<file path="config.mk">
export PLATFORM = sky130hd
export DESIGN_NAME = ese_front
export DESIGN_NICKNAME = d
export VERILOG_FILES = /design/src/ese_pkg.sv /design/src/ese_front.sv
export SDC_FILE = /design/constraint.sdc
export NUM_CORES = 1
export LEC_CHECK = 0
export BUFFER_PORTS_ARGS = -buffer_cell sky130_fd_sc_hd__buf_2
export CORE_MARGIN = 2
export CORE_UTILIZATION = 40
export DETAILED_ROUTE_END_ITERATION = 7
export GPL_TIMING_DRIVEN = 0
export PLACE_DENSITY = 0.64
export RECOVER_POWER = 25
export SLEW_MARGIN = 10
export SYNTH_ARGS = -nofsm -noshare
export SYNTH_HDL_FRONTEND = slang
export SYNTH_SLANG_ARGS = --single-unit
</file>
<file path="constraint.sdc">
create_clock -name i_clk -period 6.3 [get_ports i_clk]
set_input_delay 1.26 -clock i_clk [delete_from_list [all_inputs] [get_ports i_clk]]
set_output_delay 1.26 -clock i_clk [all_outputs]
set_load 0.005 [all_outputs]
</file>
<file path="src/ese_pkg.sv">
// Shared types and constants for the exponential search engine.
package ese_pkg;

    localparam int IDX_W = 10;
    localparam int VAL_W = 32;
    localparam int CNT_W = 11;

    localparam logic FUNC_WRITE  = 1'b0;
    localparam logic FUNC_SEARCH = 1'b1;

    typedef struct packed {
        logic                    func;
        logic [IDX_W-1:0]        entry_index;
        logic signed [VAL_W-1:0] entry_value;
        logic signed [VAL_W-1:0] search_key;
    } t_in_item;

    typedef struct packed {
        logic             found;
        logic [IDX_W-1:0] match_index;
    } t_out_item;

    typedef enum logic [2:0] {
        S_IDLE,
        S_CHK0,
        S_EXP,
        S_BSET,
        S_BIN,
        S_DONE
    } t_state;

endpackage

</file>
<file path="src/ese_front.sv">
// Front end: accepts input beats, classifies them and queues them for the engine.
module ese_front
    import ese_pkg::*;
#(
    parameter int TABLE_DEPTH = 1024,
    parameter int KEY_WIDTH   = 32
) (
    input  logic                        i_clk,
    input  logic                        i_rst_n,
    input  logic                        i_in_valid,
    output logic                        o_in_stall,
    input  t_in_item                    i_in_data,
    output logic                        o_q_valid,
    output logic                        o_q_search,
    output logic [((TABLE_DEPTH > 1) ? $clog2(TABLE_DEPTH) : 1)-1:0] o_q_addr,
    output logic signed [KEY_WIDTH-1:0] o_q_key,
    input  logic                        i_q_pop
);

    localparam int AW = (TABLE_DEPTH > 1) ? $clog2(TABLE_DEPTH) : 1;

    typedef struct packed {
        logic                        search;
        logic [AW-1:0]               addr;
        logic signed [KEY_WIDTH-1:0] key;
    } t_q_entry;

    t_q_entry   r_slot [2];
    logic       r_wr_ptr;
    logic       r_rd_ptr;
    logic [1:0] r_count;

    t_q_entry   entry;
    logic       is_search;
    logic       in_range;
    logic       keep;
    logic       push;
    logic       full;

    assign full      = (r_count == 2'd2);
    assign is_search = (i_in_data.func == FUNC_SEARCH);
    assign in_range  = (32'(i_in_data.entry_index) < 32'(TABLE_DEPTH));
    // drop writes beyond the table: they leave no trace
    assign keep      = is_search || in_range;
    assign push      = i_in_valid && !full && keep;

    always_comb begin
        entry.search = is_search;
        entry.addr   = AW'(i_in_data.entry_index);
        entry.key    = is_search ? KEY_WIDTH'(i_in_data.search_key)
                                 : KEY_WIDTH'(i_in_data.entry_value);
    end

    always_ff @(posedge i_clk) begin
        if (push) begin
            r_slot[r_wr_ptr] <= entry;
        end
    end

    always_ff @(posedge i_clk) begin
        if (!i_rst_n) begin
            r_wr_ptr <= 1'b0;
            r_rd_ptr <= 1'b0;
            r_count  <= 2'd0;
        end else begin
            if (push) begin
                r_wr_ptr <= !r_wr_ptr;
            end
            if (i_q_pop) begin
                r_rd_ptr <= !r_rd_ptr;
            end
            if (push && !i_q_pop) begin
                r_count <= r_count + 2'd1;
            end else if (!push && i_q_pop) begin
                r_count <= r_count - 2'd1;
            end
        end
    end

    assign o_in_stall = full;
    assign o_q_valid  = (r_count != 2'd0);
    assign o_q_search = r_slot[r_rd_ptr].search;
    assign o_q_addr   = r_slot[r_rd_ptr].addr;
    assign o_q_key    = r_slot[r_rd_ptr].key;

endmodule

</file>
==> metrics.txt <==
chip height 101 um; vias in the first global route between 2000 and 2500; Syn Nets 275; RSZ-0062 raised after global routing false; post-synthesis cell area 3740 sq um; CP endpoint kind register; I/O Buffers 123; Critical Path Sink r_slot[0][0]; Hold Startpoint r_count[1]; top_reg_cell synth edfxtp_1; Worst EP required approximately 6.4 ns; placed inst area ~4600 sq um; worst slew pin tran ~1.9 ns; syn avg cell area 19.2 sq um; most frequent cells in the layout 117 x buf_2, 86 x edfxtp_1, 60 x mux2_2; H-tree levels 3; multiplexer area fraction after synthesis 22.6%; First DRT Iteration DRCs 45; max cap viols 1; net load switching power 331 uW; reg-to-reg startpoint r_count[0]; buffers and inverters on the worst path 3; peak supply drop 161 uV; Post-CTS Hold Buffers 0; fmax 323 MHz; final instance area about 4800 sq um; sequential area share after synthesis between 70% and 80%; status complete, but fails checks; WL/cell 15.5 um; switching share of power between 20% and 30%; R2R depth 4; drt via density roughly 4.8; n_diodes 0; DR pass1 iterations 4; setup bufs post-CTS 0; Synth cell types 23; setup tns final 0 ns; Worst path slowest cell nor3_1; post-cts repair resize count 0; failing checks max-capacitance violations, max-slew violations; final hold vios 0; Layout Nets 412; Routability Congestion 0.665; commonest non-fill, non-tap cell in the layout buf_2; Hold Slack ~0.52 ns; Die X 101 um; Synth Area in Compound Gates 0.736%; Synth top area share 69.0%; crit path from i_in_valid; placed insts 432; largest family of logic cells by synthesized area multiplexers; Reg power frac 53.0%; total number of vias 2130; Layout Cells excl Fill 448; Final min period a little over 3 ns; r2r setup slk 3.70 ns; cell taking the most area after synthesis edfxtp_1; GRT Resource Usage Total 14.0%; GR Overflow Total 0; antenna-violating nets left 0; WS Path Type input pin to register; Syn Inst Count 195; clock tree buffer depth 2; Worst path max stage delay ~1.4 ns; full die area 10100 sq um; Top Metal Used met4; CTS Buf Count 9; Post-synth EDFFs 86; # rows 35; Synth area leaders edfxtp_1 69%, mux2_2 20%, mux2_1 2.7%, dfxtp_1 2.7%, buf_6 1.2%; FFs w/ async S/R, synth 0%; crit path DAT 3.15 ns; Crit path max-delay family simple AND/OR/NAND/NOR gates; max-slew violation count 11; CTS tree built; Synth Area in Adders 0.334%; Starting Density 40.9%; share of cells above drive strength 1 60.5%; clk root buf clkbuf_8; Ys Warns 0; Final period util 49.2%; DRT met1 WL a little under 3000 um; residual DRC count 0; clock latency at the later pin of the worst-skew pair between 0.3 and 0.4 ns; initial antenna violation count 0; Gate power share 16.4%; # clock sinks about 90; Worst slew margin -25.0%; Int Pwr 1090 uW; total wire length 6950 um; largest net degree at the start of global routing 26; core area approximately 9200 sq um; area growth from synthesis to layout 27.0%; DR WL met2 3530 um; FF-to-FF End r_slot[0][0]; startpoint type of the worst setup path input pin; IO Pins between 100 and 150; clock slew at reported path FFs 0.09 ns; Simple-Gate Fraction of Synth Area 1.60%; worst hold-check path type register to register; Clock power frac 30.6%; synthesis-stage register bit count 91; first-pass GRT wire length 10600 um; critical-path cell list buf_2, inv_1, nor3_1, buf_8; Crit path depth 4; pwr/cell area between 200 and 300 nW/um^2; xor/xnor share of the synthesized area 0.702%; clk_skew roughly 0.011 ns; Finished Core Util about half; Final Setup Violations 0; Critical Path Fanout Max 17; Leakage 0.00184 uW; met3 wire length 409 um; HPWL Detailed 4790 um
## how the worst min path moves through the flow
stage	to	cells after the start	slack [ns]
detailed placement	r_count[1]	2	0.51
floorplan	r_count[1]	2	0.48
finish	r_count[1]	2	0.52
CTS	r_count[1]	2	0.53
global route	r_count[1]	2	0.57
global placement	r_count[1]	2	0.49
## flip-flops by register name, indices dropped and copies added, names as in the netlist, named ones only
name,cells
r_rd_ptr,1
r_slot,86
r_count,2
r_wr_ptr,1
## worst reg2reg max path: stages (launching register included)
cell      delay, ns
dfxtp_1        0.40
nand2b_2       0.17
inv_2          0.05
nor3_1         1.39
buf_8          0.30
## logic make-up after synthesis
| logic type | Yosys count |
|---|---|
| AOI/OAI and AO/OA | 4 |
| muxes | 75 |
| xor gates and xnor gates | 3 |
| and+or+nand+nor | 9 |
| buffers and inverters | 12 |
| adders and majority gates | 1 |
| DFF | 91 |
## area by class of cell
cell class / instances / area (sq um)
buffer: 9 / 65.1
clock buffer: 9 / 124
clock inverter: 7 / 98.8
fill: 798 / 4400
inverter: 3 / 11.3
multi-input combinational: 92 / 967
sequential: 91 / 2680
tap: 111 / 139
timing repair buffer: 126 / 664
## per-layer routing
| layer | GRT usage, % | vias to the layer above |
|---|---|---|
| li1 | - | 1022 |
| met1 | 16.2 | 1031 |
| met2 | 24.6 | 69 |
| met3 | 3.68 | 8 |
| met4 | 5.90 | 0 |
| met5 | 0 | - |
## metrics by stage
step / setup slack, ns / total power [uW]
global placement: 1.60 / 993
floorplan: 2.81 / 895
detailed placement: 3.64 / 1010
global route: 3.07 / 1490
finish: 3.20 / 1420
CTS: 3.47 / 1450
## power by group through the flow
stage               clock network [uW]  registers, uW  logic [uW]
finish                             434            751         233
global route                       478            758         256
CTS                                451            753         244
detailed placement                   0            767         243
global placement                     0            768         225
floorplan                            0            764         131
## synthesized netlist by cell type (all sizes together) (2+ instances only)
cell / count
buf: 9
edfxtp: 86
a21boi: 2
and2: 3
xor2: 2
dfxtp: 5
inv: 3
mux2: 75
(Power assumes the default switching activity.)
